**src/hw/rtl/watermark_backpressure_fifo_unit_defines.svh**
```systemverilog
// Assertion macros for the watermark backpressure FIFO.
`ifndef WATERMARK_BACKPRESSURE_FIFO_UNIT_DEFINES_SVH
`define WATERMARK_BACKPRESSURE_FIFO_UNIT_DEFINES_SVH

// Same-cycle implication, masked while reset is held.
`define WBF_ASSERT_NOW(label, clk, rst_n, ante, cons, msg) \
    label: assert property (@(posedge clk) disable iff (!rst_n) (ante) |-> (cons)) \
        else $error(msg);

// Next-cycle implication, masked while reset is held.
`define WBF_ASSERT_NEXT(label, clk, rst_n, ante, cons, msg) \
    label: assert property (@(posedge clk) disable iff (!rst_n) (ante) |=> (cons)) \
        else $error(msg);

`endif

```
**src/hw/rtl/wbf_pkg.sv**
```systemverilog
// Shared types and constants for the watermark backpressure FIFO.
package wbf_pkg;

    localparam int CFG_W = 7;
    localparam int CFG_IDX_W = 2;

    localparam logic [CFG_W-1:0] HIGH_WATER_RESET   = 7'd64;
    localparam logic [CFG_W-1:0] RESUME_LEVEL_RESET = 7'd32;

    localparam logic [CFG_IDX_W-1:0] CFG_IDX_HIGH_WATER   = 2'd0;
    localparam logic [CFG_IDX_W-1:0] CFG_IDX_RESUME_LEVEL = 2'd1;

    localparam logic KIND_PUSH = 1'b0;
    localparam logic KIND_POP  = 1'b1;

    // Command broadcast to every storage cell
    typedef struct packed {
        logic push;
        logic pop;
    } t_cell_cmd;

endpackage

```
**src/hw/rtl/wbf_cell.sv**
```systemverilog
// One storage cell of the shifting FIFO chain.
module wbf_cell #(
    parameter int DATA_WIDTH = 32
) (
    input  logic                  i_clk,
    input  wbf_pkg::t_cell_cmd    i_cmd,
    input  logic                  i_tail,
    input  logic [DATA_WIDTH-1:0] i_push_data,
    input  logic [DATA_WIDTH-1:0] i_next_data,
    output logic [DATA_WIDTH-1:0] o_data
);

    logic [DATA_WIDTH-1:0] r_data;
    logic [DATA_WIDTH-1:0] n_data;

    // pop moves every word one cell towards the head; push fills the tail cell
    always_comb begin
        n_data = r_data;
        if (i_cmd.pop) begin
            n_data = i_next_data;
        end else if (i_cmd.push && i_tail) begin
            n_data = i_push_data;
        end
    end

    always_ff @(posedge i_clk) begin
        r_data <= n_data;
    end

    assign o_data = r_data;

endmodule

```
**src/hw/rtl/watermark_backpressure_fifo_unit.sv**
```systemverilog
// Top level: shifting FIFO with high/low watermark backpressure.
// The result beat of an accepted beat is registered and follows in the next cycle.
// One push or pop per cycle unless stalled; the result register frees as it drains.
// Storage is a chain of DEPTH cells; a pop shifts the whole chain one place.
// Reset clears occupancy, backpressure and result valid, and loads the watermark
// registers with their reset values; stored words are not cleared.
module watermark_backpressure_fifo_unit #(
    parameter int DEPTH      = 64,
    parameter int DATA_WIDTH = 32
) (
    input  logic                        i_clk,
    input  logic                        i_rst_n,
    input  logic                        i_cfg_we,
    input  logic [wbf_pkg::CFG_IDX_W-1:0] i_cfg_idx,
    input  logic [wbf_pkg::CFG_W-1:0]   i_cfg_data,
    input  logic                        i_in_valid,
    output logic                        o_in_stall,
    input  logic                        i_kind,
    input  logic [DATA_WIDTH-1:0]       i_data_in,
    output logic                        o_out_valid,
    input  logic                        i_out_stall,
    output logic                        o_accepted,
    output logic [DATA_WIDTH-1:0]       o_data_out,
    output logic [$clog2(DEPTH+1)-1:0]  o_occupancy,
    output logic                        o_pressure_flag,
    output logic                        o_high_event,
    output logic                        o_low_event
);

`include "watermark_backpressure_fifo_unit_defines.svh"

    localparam int CNT_W = $clog2(DEPTH + 1);
    localparam int CMP_W = (CNT_W > wbf_pkg::CFG_W) ? CNT_W : wbf_pkg::CFG_W;

    logic [wbf_pkg::CFG_W-1:0] r_high_water;
    logic [wbf_pkg::CFG_W-1:0] r_resume_level;
    logic [CNT_W-1:0]          r_count;
    logic [CNT_W-1:0]          n_count;
    logic                      r_press;
    logic                      n_press;

    logic                      r_out_valid;
    logic                      n_out_valid;
    logic                      r_acc;
    logic [DATA_WIDTH-1:0]     r_data;
    logic [CNT_W-1:0]          r_occ;
    logic                      r_flag;
    logic                      r_hi;
    logic                      r_lo;

    logic                      in_acc;
    logic                      push_ok;
    logic                      pop_ok;
    logic                      hi_ev;
    logic                      lo_ev;
    logic [CNT_W-1:0]          cnt_inc;
    logic [CNT_W-1:0]          cnt_dec;
    logic [CMP_W-1:0]          hw_ext;
    logic [CMP_W-1:0]          hw_eff;
    wbf_pkg::t_cell_cmd        cmd;
    logic [DATA_WIDTH-1:0]     cell_q [DEPTH];
    logic [DATA_WIDTH-1:0]     head_data;

    // ---------------- configuration ----------------
    always_ff @(posedge i_clk) begin
        if (!i_rst_n) begin
            r_high_water   <= wbf_pkg::HIGH_WATER_RESET;
            r_resume_level <= wbf_pkg::RESUME_LEVEL_RESET;
        end else if (i_cfg_we) begin
            if (i_cfg_idx == wbf_pkg::CFG_IDX_HIGH_WATER) begin
                r_high_water <= i_cfg_data;
            end else if (i_cfg_idx == wbf_pkg::CFG_IDX_RESUME_LEVEL) begin
                r_resume_level <= i_cfg_data;
            end
        end
    end

    // ---------------- operation decode ----------------
    assign o_in_stall = r_out_valid && i_out_stall;
    assign in_acc     = i_in_valid && !o_in_stall;

    assign hw_ext  = CMP_W'(r_high_water);
    assign hw_eff  = (hw_ext > CMP_W'(DEPTH)) ? CMP_W'(DEPTH) : hw_ext;
    assign cnt_inc = r_count + CNT_W'(1);
    assign cnt_dec = r_count - CNT_W'(1);

    assign push_ok = in_acc && (i_kind == wbf_pkg::KIND_PUSH) && !r_press
                     && (CMP_W'(r_count) < CMP_W'(DEPTH));
    assign pop_ok  = in_acc && (i_kind == wbf_pkg::KIND_POP) && (r_count != '0);
    assign hi_ev   = push_ok && (CMP_W'(cnt_inc) >= hw_eff);
    assign lo_ev   = pop_ok && r_press
                     && (CMP_W'(cnt_dec) <= CMP_W'(r_resume_level));

    always_comb begin
        n_count = r_count;
        n_press = r_press;
        if (push_ok) begin
            n_count = cnt_inc;
            if (hi_ev) begin
                n_press = 1'b1;
            end
        end else if (pop_ok) begin
            n_count = cnt_dec;
            if (lo_ev) begin
                n_press = 1'b0;
            end
        end
    end

    always_ff @(posedge i_clk) begin
        if (!i_rst_n) begin
            r_count <= '0;
            r_press <= 1'b0;
        end else begin
            r_count <= n_count;
            r_press <= n_press;
        end
    end

    // ---------------- cell chain ----------------
    assign cmd.push = push_ok;
    assign cmd.pop  = pop_ok;

    for (genvar g = 0; g < DEPTH; g++) begin : g_cell
        logic [DATA_WIDTH-1:0] next_data;
        if (g == DEPTH - 1) begin : g_last
            assign next_data = '0;
        end else begin : g_mid
            assign next_data = cell_q[g+1];
        end

        wbf_cell #(
            .DATA_WIDTH (DATA_WIDTH)
        ) u_cell (
            .i_clk       (i_clk),
            .i_cmd       (cmd),
            .i_tail      (r_count == CNT_W'(g)),
            .i_push_data (i_data_in),
            .i_next_data (next_data),
            .o_data      (cell_q[g])
        );
    end

    assign head_data = cell_q[0];

    // ---------------- result register ----------------
    always_comb begin
        n_out_valid = r_out_valid && i_out_stall;
        if (in_acc) begin
            n_out_valid = 1'b1;
        end
    end

    always_ff @(posedge i_clk) begin
        if (!i_rst_n) begin
            r_out_valid <= 1'b0;
        end else begin
            r_out_valid <= n_out_valid;
        end
    end

    always_ff @(posedge i_clk) begin
        if (in_acc) begin
            r_acc  <= push_ok || pop_ok;
            r_data <= pop_ok ? head_data : '0;
            r_occ  <= n_count;
            r_flag <= n_press;
            r_hi   <= hi_ev;
            r_lo   <= lo_ev;
        end
    end

    assign o_out_valid     = r_out_valid;
    assign o_accepted      = r_acc;
    assign o_data_out      = r_data;
    assign o_occupancy     = r_occ;
    assign o_pressure_flag = r_flag;
    assign o_high_event    = r_hi;
    assign o_low_event     = r_lo;

    // ---------------- assertions ----------------
    `WBF_ASSERT_NOW(a_count_bound, i_clk, i_rst_n, 1'b1, CMP_W'(r_count) <= CMP_W'(DEPTH), "occupancy above depth")
    `WBF_ASSERT_NOW(a_press_nonempty, i_clk, i_rst_n, r_press, r_count != '0, "backpressure with empty queue")
    `WBF_ASSERT_NOW(a_hi_sets_flag, i_clk, i_rst_n, r_out_valid && r_hi, r_flag && r_acc && !r_lo, "high event without flag")
    `WBF_ASSERT_NEXT(a_beat_result, i_clk, i_rst_n, in_acc, r_out_valid && (r_occ == r_count), "result beat missing")

endmodule
```
**config.mk**
```make
export PLATFORM = sky130hd
export DESIGN_NAME = watermark_backpressure_fifo_unit
export DESIGN_NICKNAME = d
export VERILOG_FILES = /design/src/hw/rtl/wbf_pkg.sv /design/src/hw/rtl/wbf_cell.sv /design/src/hw/rtl/watermark_backpressure_fifo_unit.sv
export VERILOG_INCLUDE_DIRS = /design/src /design/src/hw/rtl
export SDC_FILE = /design/constraint.sdc
export NUM_CORES = 2
export LEC_CHECK = 0
export BUFFER_PORTS_ARGS = -buffer_cell sky130_fd_sc_hd__buf_2
export CORE_UTILIZATION = 55
export CTS_CLUSTER_SIZE = 20
export DETAILED_ROUTE_END_ITERATION = 10
export PLACE_DENSITY = 0.81
export SYNTH_ARGS = -nofsm -noshare
export SYNTH_HDL_FRONTEND = slang
export SYNTH_HIERARCHICAL = 1
export SYNTH_SLANG_ARGS = --single-unit
```
**constraint.sdc**
```tcl
create_clock -name i_clk -period 11.35 [get_ports i_clk]
set_input_delay 2.27 -clock i_clk [delete_from_list [all_inputs] [get_ports i_clk]]
set_output_delay 2.27 -clock i_clk [all_outputs]
set_load 0.01 [all_outputs]
```
==> summary.md <==
| Metric | Value |
|---|---|
| TritonCTS Buffers | 207 |
| I/O pin total | 92 |
| Wirelength per Cell | 23.2 um |
| Chip height | 428 um |
| Sequential area share after synthesis | 0.632 |
| CTS resizes | 0 |
| Cell Rows | 156 |
| Worst hold start | g_cell[0].u_cell/o_data[5]$_DFFE_PP_ |
| Tcrit/Tclk final | 0.505 |
| CP Launch Type | input port |
| Max VDD drop | 0.000154 V |
| Final setup vio count | 0 |
| CTS Buffer Depth | 3 |
| FF-to-FF Start | r_count[0]$_SDFF_PN0_ |
| Crit path capture type | flip-flop |
| Total core area | 181,000 um2 |
| Layout fillers | 12,700 |
| Initial DRC Count | 3,410 |
| Rel. slew slack | 0.110 |
| Commonest non-fill, non-tap cells in the layout | edfxtp_1, mux2_4, clkbuf_16 |
| Critical Path Max Stage Delay | 0.94 ns |
| Type of the most critical hold path | flip-flop to flip-flop |
| Drt via density | 5.66 |
| Setup TNS | 0 ns |
| H-tree depth | 4 |
| Largest net degree at the start of global routing | 153 |
| Nets | 5,011 |
| Top FF cell, synth | edfxtp_1 |
| Internal reg-to-reg setup slack | 6.68 ns |
| Critical path fanouts, max | 58 |
| Chip width | 428 um |
| FF-to-FF End | g_cell[42].u_cell/o_data[11]$_DFFE_PP_ |
| Post-synth EDFFs | 2,091 |
| Synth warnings | 6 |
| Drt pass-1 iters | 5 |
| Post-route DRC | 0 |
| RSZ-0062 raised after global routing | no |
| Number of global-route vias before repair | 45,000 |
| Worst-margin pin slew | 1.34 ns |
| Hold buffers post-CTS | 0 |
| Syn_area_per_cell | 21.0 um2 |
| Final period demand of the worst path | 5.74 ns |
| Cell Area, Synth | 100,000 um2 |
| Initial antenna violation count | 10 |
| Sinks on the clock net | 2,114 |
| Final Wtd Congestion | 0.785 |
| Hold Path End | o_data_out[5]$_SDFFCE_PN0P_ |
| Clk root buf | clkbuf_16 |
| Seq cells post-synth | 2,114 |
| Final worst clock skew | 0.0486 ns |
| HPWL Detailed | 93,700 um |
| Hold_ws | 0.515 ns |
| Total grt overflow | 0 |
| Final hold vios | 0 |
| Port bufs | 91 |
| FFs w/ async S/R, synth | 0 |
| Worst path slowest cell | o211a_4 |
| TritonCTS clock tree | done |
| GRT Overall Usage | 0.189 |
| CP cell instances | buf_2 > a21boi_4 > buf_4 > o211a_4 > buf_4 > buf_4 > mux2_4 |
| WP data arrival | 6.30 ns |
| Vias | 42,400 |
| Count of cell types in the netlist | 49 |
| Outcome | completed |
| Die area | 184,000 um2 |
| Post-CTS setup buffer count | 0 |
| Leak pwr | 0.0387 uW |
| Synth-to-Final Area Change | 6.71% |
| CP most frequent cell | buf_4 |
| Max_cap viols | 0 |
| First-pass GRT wire length | 273,000 um |
| Crit path kind | input port to flip-flop |
| Post-route ant nets | 0 |
| Power Total | 20,700 uW |
| Max Fclk | 174 MHz |
| Layout cells sized above 1 | 0.500 |
| WHS Path Cells | 1 |
| Leading cell type in the layout, fill and taps excluded | edfxtp_1 |
| Slew Limit Fails | 0 |
| Starting Density | 0.553 |
| Required @ worst endpoint | 11.91 ns |
| PwrDens | 194 nW/um2 |
| Clk_lat worst skew | 0.84 ns |
| Clock Pin Slew Worst Setup and Hold Paths | 0.06 ns |
| R2R depth | 7 |
| Total Wirelength | 174,000 um |
| Post-Syn Instances | 4,773 |
worst max-delay path by stage:
stage,start,endpoint,slack (ns),cells past startpoint
floorplan,i_in_valid,g_cell[0].u_cell/o_data[0]$_DFFE_PP_,2.01,7
global placement,i_in_valid,g_cell[41].u_cell/o_data[10]$_DFFE_PP_,4.79,7
detailed placement,i_in_valid,g_cell[41].u_cell/o_data[14]$_DFFE_PP_,4.76,7
CTS,i_in_valid,g_cell[42].u_cell/o_data[11]$_DFFE_PP_,5.61,7
global route,i_in_valid,g_cell[41].u_cell/o_data[20]$_DFFE_PP_,5.47,7
finish,i_in_valid,g_cell[42].u_cell/o_data[11]$_DFFE_PP_,5.61,7
worst max-delay path, delay by kind of cell:
family | cells | cell delay (ns)
buf+inv | 4 | 2.29
compound gates | 2 | 1.22
mux | 1 | 0.36
cell families after synthesis:
group / Yosys count / synth area share
AOI/OAI and AO/OA: 94 / 0.00697
xor gates and xnor gates: 10 / 0.000876
adders and majority gates: 18 / 0.00225
buffers and inverters: 294 / 0.0473
DFF: 2114 / 0.632
muxes: 2061 / 0.302
other: 1 / 0.0000375
and+or+nand+nor: 181 / 0.00874
sequential cells by signal, summed over array words and instances (netlist names), 7 cells and up:
register              count
g_cell.u_cell/o_data   2048
o_data_out               32
hw_ext                    7
o_occupancy               7
r_count                   7
r_resume_level            7
stage by stage:
stage               utilization  setup slack (ns)  instance area (um2)  std cells
floorplan                     -              2.01               100000       4804
global placement          0.553              4.79               100000       7107
detailed placement        0.553              4.76               100000       7107
CTS                       0.590              5.61               107000       7490
global route              0.591              5.47               107000       7491
finish                    0.591              5.61               107000       7493
layout make-up:
| type | count | area [um2] | share of cell area |
|---|---|---|---|
| clock buffer | 246 | 5350 | 0.0501 |
| timing repair buffer | 210 | 1530 | 0.0143 |
| tap | 2370 | 2970 | 0.0278 |
| multi-input combinational | 2396 | 32200 | 0.301 |
| sequential | 2114 | 63300 | 0.593 |
| antenna | 3 | 7.51 | 0.0000703 |
| inverter | 17 | 63.8 | 0.000598 |
| clock inverter | 137 | 1400 | 0.0131 |
power by group:
part           switching, uW  leakage [uW]  total (uW)  internal, uW
clock                   2920       0.00328        6800          3870
sequential               264        0.0193       10100          9890
combinational           1820        0.0161        3780          1950
routing by layer:
metal	vias up	track usage	share of wire	wire [um]
li1	19000	-	-	-
met3	247	0.0294	0.040	7050
met2	821	0.325	0.51	88700
met5	-	0	0.000075	13
met4	2	0.0453	0.018	3180
met1	22400	0.253	0.43	75200
Yosys cell counts (3+ instances only):
cell type	number	area, um2
o21ai_0	5	25.0
and2_1	39	244
edfxtp_1	2091	62800
nor2_1	70	263
nor3_1	5	25.0
nor2b_1	15	93.8
a21o_1	65	488
or3_1	3	18.8
nand2_1	31	116
inv_1	16	60.1
nand4_1	4	25.0
nand3_1	5	25.0
mux2i_1	13	130
ha_1	18	225
xor2_1	4	35.0
buf_6	66	743
mux2_2	192	2160
a21oi_1	7	35.0
mux2_4	1856	27900
dfxtp_1	23	460
buf_1	3	11.3
xnor2_1	6	52.6
buf_12	192	3840
clkbuf_1	14	52.6
Note: power is estimated with default switching activity, not from simulation.
